## src/rtl/core/htw_pkg.sv

```systemverilog
// Package for the hierarchical timing wheel: opcode, event and ALU operation codes,
// link encoding and field widths. No dependencies.
package htw_pkg;

   localparam int SLOT_W   = 6;
   localparam int SLOTS    = 64;
   localparam int HANDLE_W = 6;
   localparam int LINK_W   = 7;
   localparam int LEN_W    = 24;
   localparam int TIME_W   = 32;

   // Link value that marks the end of a list.
   localparam logic [LINK_W-1:0] NIL = 7'h7F;

   typedef enum logic [1:0] {
      OP_TICK     = 2'd0,
      OP_ONESHOT  = 2'd1,
      OP_PERIODIC = 2'd2,
      OP_CANCEL   = 2'd3
   } opcode_type;

   typedef enum logic [2:0] {
      EV_STARTED   = 3'd0,
      EV_EXPIRED   = 3'd1,
      EV_CANCELED  = 3'd2,
      EV_NOT_FOUND = 3'd3,
      EV_BAD_LEN   = 3'd4,
      EV_FULL      = 3'd5
   } event_kind_type;

   typedef enum logic {
      ALU_ADD = 1'b0,
      ALU_SUB = 1'b1
   } alu_op_type;

endpackage

```

## src/rtl/core/htw_alu.sv

```systemverilog
// Shared 32-bit add/subtract unit of the timing wheel sequencer.
// Depends on htw_pkg for the operation code.
module htw_alu import htw_pkg::*; (
   input  alu_op_type        alu_op,
   input  logic [TIME_W-1:0] opa,
   input  logic [TIME_W-1:0] opb,
   output logic [TIME_W-1:0] result
);

   logic [TIME_W-1:0] opb_x;

   // One adder; subtraction inverts the second operand and adds one.
   always_comb begin
      opb_x  = (alu_op == ALU_SUB) ? ~opb : opb;
      result = TIME_W'(opa + opb_x + TIME_W'(alu_op == ALU_SUB));
   end

endmodule

```

## config.mk

```make
export PLATFORM = sky130hd
export DESIGN_NAME = htw_alu
export DESIGN_NICKNAME = d
export VERILOG_FILES = /design/src/rtl/core/htw_pkg.sv /design/src/rtl/core/htw_alu.sv
export SDC_FILE = /design/constraint.sdc
export NUM_CORES = 1
export LEC_CHECK = 0
export BUFFER_PORTS_ARGS = -buffer_cell sky130_fd_sc_hd__clkbuf_2
export CAP_MARGIN = 20
export CELL_PAD_IN_SITES_DETAIL_PLACEMENT = 0
export CELL_PAD_IN_SITES_GLOBAL_PLACEMENT = 1
export CORE_UTILIZATION = 35
export DETAILED_ROUTE_END_ITERATION = 8
export PLACE_DENSITY = 0.83
export RECOVER_POWER = 50
export SLEW_MARGIN = 20
export SYNTH_ARGS = -nofsm -noshare
export SYNTH_HDL_FRONTEND = slang
export SYNTH_SLANG_ARGS = --single-unit
```

## constraint.sdc

```tcl
create_clock -name vclk -period 3.3
set_clock_uncertainty 0.1 [all_clocks]
set_input_delay 0.165 -clock vclk [all_inputs]
set_output_delay 0.165 -clock vclk [all_outputs]
set_load 0.05 [all_outputs]
```

==> metrics.txt, run 1 <==
synth warn=0; RSZ-0062 raised after global routing=no; Setup crit end kind=output pin; post-synthesis simple-gate area fraction=21.4%; portion of netlist area occupied by mux cells=1.39%; Distinct cells, synth=57; final setup fails=0; Die Y-Extent=83.9 um; Mapped Cells=329; Die X=83.9 um; Post-Syn Area=between 2000 and 2500 sq um; final hold violation count=0; CTS resizes=0; Hold Path Class=in -> out; layout overhead on the synthesized area=28.4%; initial antenna violation count=0; share of cells above drive strength 1=24.9%; DRT iter0 DRCs=~140; max cap viols=0; Synth top cells by count=nand2_1, xor2_1, ha_1; critical path peak fanout=13; Slew Viols, Final=0; cell taking the most area after synthesis=ha_1; Tcrit/Tclk final=between 90 and 100%; failing checks=DRC; Register Area=0 sq um; worst path required time=3.03 ns; ranking of synthesized cells by area=ha_1, xor2_1, xnor2_1, nand2_1, a21oi_1; first-pass GRT wire length=roughly 11 mm; Multi-input gate area=2240 sq um; post-synth top area share=between 10% and 20%; DR vias/cell=between 5 and 6; Starting Density=between 30% and 40%; Synth Net Count=roughly 430; Fillers=693; core area=6420 sq um; Final Net Count=519; final total power=between 1 and 1.5 mW; # clk buffers=0; Seq/Total Area, Yosys=0%; XOR/XNOR share of the synthesized area=22.0%; Tot GR Track Use=17.7%; Seq cells=0; postcts setup bufs=0; Slew HR=59.9%; WP data arrival=2.81 ns; DRT antenna net count=0; Worst Max-Slew Pin Slew=0.600 ns; PwrDens=469 nW/um^2; io pins=between 90 and 100; largest family of logic cells by synthesized area=compound AO/OA/AOI/OAI gates; DP HPWL=5.60 mm; crit path launch type=primary input; diode count=0; Hold-fix buffers, CTS=0; largest net degree at the start of global routing=15; status=complete, but fails checks; row cnt=29; Post-route DRC=12; drt first pass iters=6; vias in the first global route=around 2500; Sum Neg Setup Slack=0 ns; Mapped Avg Cell Area=7.13 sq um; Leak=approximately 1.4 nW; DIE AREA=7030 sq um; WL per Instance=roughly 13 um; f_max=325 MHz; worst vdd ir=0.237 mV; via count of the routed design=2659; GRT Residual Overflow=0; Setup CP Type=in -> out; Compound-Gate Fraction of Synth Area=32.4%; wirelength, routed=6.34 mm; RePlAce Congestion=about 0.85; Tmin final=3.08 ns; Post-Synth Adder-Cell Area=18.5%; port buffer count=97
-- final timing paths --
| kind | start | end | slack [ns] | depth (start not counted) |
|---|---|---|---|---|
| max | alu_op | result[18] | 0.22 | 11 |
| min | opa[0] | result[0] | 0.71 | 3 |
-- routing by layer --
layer / global-route usage [%] / share of wire, % / vias to the layer above
met5: 0 / 0 / -
met4: 0.470 / 0.28 / 0
met3: 0.989 / 5.4 / 2
met2: 29.7 / 44 / 86
met1: 26.1 / 50 / 1194
li1: - / - / 1377
-- stage by stage --
| step | area, sq um | hold slack, ns | cells | worst slack (ns) | utilization, % |
|---|---|---|---|---|---|
| 6_report | 3010 | 0.708 | 495 | 0.225 | 46.9 |
| 2_1_floorplan | 2360 | 0.498 | 329 | 0.0568 | - |
| 5_1_grt | 3010 | 0.720 | 495 | 0.0434 | 46.9 |
| 4_1_cts | 3050 | 0.656 | 495 | 0.295 | 47.5 |
| 3_5_place_dp | 3050 | 0.656 | 495 | 0.294 | 47.5 |
| 3_3_place_gp | 3050 | 0.648 | 495 | 0.338 | 47.5 |
-- power by group --
group          switching, mW  internal (mW)  leakage [nW]
clock network              0              0             0
registers                  0              0             0
logic                  0.944          0.467          1.42
total                  0.944          0.467          1.42
-- critical path, cell delays in order --
cell and delay [ns]:
clkbuf_2 0.12, buf_12 0.16, xor2_1 0.16, ha_1 0.35, a21o_1 0.26, nand2b_1 0.16
o32ai_1 0.52, a21oi_1 0.20, a41o_1 0.29, xor2_1 0.23, buf_12 0.17
-- layout make-up --
type	instances	area share, %
multi-input cells	306	74.5
repair buffers	100	20.8
inverters	12	1.50
well taps	77	3.20
-- cell families (layout without fill, tap and decap cells) --
kind of cell / count (synthesis) / in the layout
AO/OA/AOI/OAI: 104 / 104
XOR/XNOR: 59 / 59
adder cells (fa/ha/maj): 34 / 34
buffers and inverters: 23 / 112
multiplexers: 2 / 2
AND/OR/NAND/NOR: 107 / 107
-- layout by cell type (no fill, tap or decap), types with 2 or more instances in the layout --
cell type	instances
clkbuf_2	77
xor2_1	39
nand2_1	39
ha_1	33
a21oi_1	30
nor2_1	26
xnor2_1	20
o21ai_0	19
inv_1	12
clkbuf_1	12
buf_12	9
nand3_1	8
nor3_1	8
nand4_1	6
o211ai_1	5
a21o_1	5
a31oi_1	5
nor2b_1	5
a211oi_1	4
o21bai_1	4
a21oi_2	3
o21a_1	3
nand2b_1	3
o31ai_1	3
a41o_1	3
a2111oi_0	2
and3_1	2
nor3_2	2
or4_1	2
o311ai_0	2
buf_4	2
Power figures use the tool's default switching activity.
==> inputs of run 2 (changes only) <==
==> constraint.sdc (replaced) <==
create_clock -name vclk -period 2.9
set_clock_uncertainty 0.1 [all_clocks]
set_input_delay 0.725 -clock vclk [all_inputs]
set_output_delay 0.725 -clock vclk [all_outputs]
set_load 0.05 [all_outputs]
==> metrics.txt, run 2 (synthesized netlist as in run 1, its figures left out) <==
final setup fails=30 (was 0); WP data arrival=3.21 ns (was 2.81 ns); Post-route DRC=20 (was 12); critical path's largest stage delay=0.38 ns (was 0.52 ns); DRT iter0 DRCs=173 (was 141); Hold Path Class=in -> out (unchanged); Slew Viols, Final=0 (unchanged); Fillers=264 (was 693); io pins=97 (unchanged); Slowest-stage cell, CP=ha_1 (was o32ai_1); Logic pwr share=100.0% (about the same); Sw Share=52.1% (was 66.9%); # clk buffers=0 (unchanged); RePlAce Congestion=0.860 (was 0.845); RSZ-0062 raised after global routing=yes (was no); Clock power frac=0% (about the same); final hold violation count=0 (unchanged); Hold-fix buffers, CTS=0 (unchanged); Worst Max-Slew Pin Slew=0.618 ns (was 0.600 ns); port buffer count=97 (unchanged); crit path launch type=primary input (unchanged); worst path required time=2.08 ns (was 3.03 ns); final hold slack=1.88 ns (was 0.708 ns); DR vias/cell=5.77 (was 5.37); f_max=248 MHz; PwrDens=535 nW/um^2 (was 469 nW/um^2); DP Cell Count=606 (was 495); core area=6420 sq um (unchanged); drt first pass iters=7 (was 6); largest net degree at the start of global routing=12 (was 15); worst setup margin=-1.14 ns (was 0.225 ns); via count of the routed design=3670 (was 2659); P_sw=1.61 mW (was 0.944 mW); worst vdd ir=0.363 mV (was 0.237 mV); commonest non-fill, non-tap cell in the layout=buf_4 (was clkbuf_2); Leak=2.59 nW (was 1.42 nW); Tmin final=just over 4 ns; critical path peak fanout=6 (was 13); CP delay by family, top=buffers and inverters (was compound AO/OA/AOI/OAI gates); failing checks=DRC, setup timing (was DRC); Final Net Count=660 (was 519); Finished Cell Area=5760 sq um (was 3010 sq um); wirelength, routed=12.6 mm (was 6.34 mm); Multi-input gate area=3440 sq um (was 2240 sq um); GRT Residual Overflow=0 (unchanged); Slew HR=59.0% (was 59.9%); most frequent cells in the layout=buf_4, clkbuf_2, nand2_1 (was clkbuf_2, xor2_1, nand2_1); critical-path cell list=clkbuf_16 > buf_12 > xor2_1 > ha_1 > nand4_1 > buf_4 > a2111oi_4 > o211ai_1 > nand3_2 > buf_6 > a31oi_4 > xnor2_4 > buf_8 (was clkbuf_2 > buf_12 > xor2_1 > ha_1 > a21o_1 > nand2b_1 > o32ai_1 > a21oi_1 > a41o_1 > xor2_1 > buf_12); Tot GR Track Use=27.3% (was 17.7%); Non-Filler Instances=636 (was 495); Die X=83.9 um (unchanged); hold depth=4 (was 3); first-pass GRT wire length=16.0 mm (was 10.8 mm); Die Y-Extent=83.9 um (unchanged); setup slack after placement=-1.19 ns (was 0.294 ns); WP buf/inv=5 (was 3); vias in the first global route=3548 (was 2482); max cap viols=0 (unchanged); initial antenna violation count=0 (unchanged); Tcrit/Tclk final=139%; share of cells above drive strength 1=66.9% (was 24.9%); Seq cells=0 (unchanged); row cnt=29 (unchanged); Starting Density=36.5% (unchanged); WL per Instance=19.9 um (was 12.8 um); DRT antenna net count=0 (unchanged); hold path start=opa[13] (was opa[0]); Setup CP Type=in -> out (unchanged); final total power=3.08 mW (was 1.41 mW); Setup crit end kind=output pin (unchanged); design internal power=1.48 mW (was 0.467 mW); Final Util=89.6% (was 46.9%); status=complete, but fails checks (unchanged); Register Area=0 sq um (unchanged); Sum Neg Setup Slack=-26.64 ns (was 0 ns); DIE AREA=7030 sq um (unchanged); placed inst area=4740 sq um (was 3050 sq um); hold path endpoint=result[13] (was result[0]); diode count=0 (unchanged); DP HPWL=7.24 mm (was 5.60 mm); layout overhead on the synthesized area=145% (was 28.4%); part of the power in registers=0% (about the same)
run 2: cell count changes in the layout (fill, tap and decap cells not counted), sizes merged:
| cell | change |
|---|---|
| buf | +163 |
| clkbuf | -22 |
run 2: worst max-delay path by stage:
stage,from,end,slack (ns),cells past startpoint
after floorplan,alu_op,result[26],-1.07,11
after global placement,alu_op,result[24],-1.11,13
after detailed placement,alu_op,result[24],-1.19,13
after CTS,alu_op,result[26],-0.98,12
after global routing,alu_op,result[31],-1.27,13
final,alu_op,result[31],-1.14,13
run 2: area by class of cell:
type,count,area share [%]
inverter,12,0.783
multi-input combinational,306,59.8
tap,77,1.67
timing repair buffer,241,37.7
run 2: repair_timing:
item,in CTS,in global routing
setup endpoints to repair,31,31
pin swaps,50,39
endpoints found under the hold margin,0,0
cloned,1,1
buffers inserted,18,15
gates resized for setup,91,71
run 2: power by group through the flow:
stage	Sequential, mW	Combinational [mW]	Clock (mW)
2_1_floorplan	0	1.52	0
3_3_place_gp	0	2.53	0
3_5_place_dp	0	2.56	0
4_1_cts	0	2.80	0
5_1_grt	0	3.20	0
6_report	0	3.08	0
run 2: tightest hold or removal path: stages:
cell	delay, ns
clkbuf_2	0.10
ha_4	0.19
xnor2_4	0.09
buf_12	0.15
run 2: routing by layer:
| metal | wire, um | vias up | GRT usage (%) | part of all wire [%] |
|---|---|---|---|---|
| met1 | 4470 | 1719 | 32.2 | 35 |
| li1 | - | 1655 | - | - |
| met5 | 0 | - | 0 | 0 |
| met4 | 824 | 0 | 6.11 | 6.5 |
| met3 | 916 | 76 | 1.68 | 7.2 |
| met2 | 6430 | 220 | 53.4 | 51 |
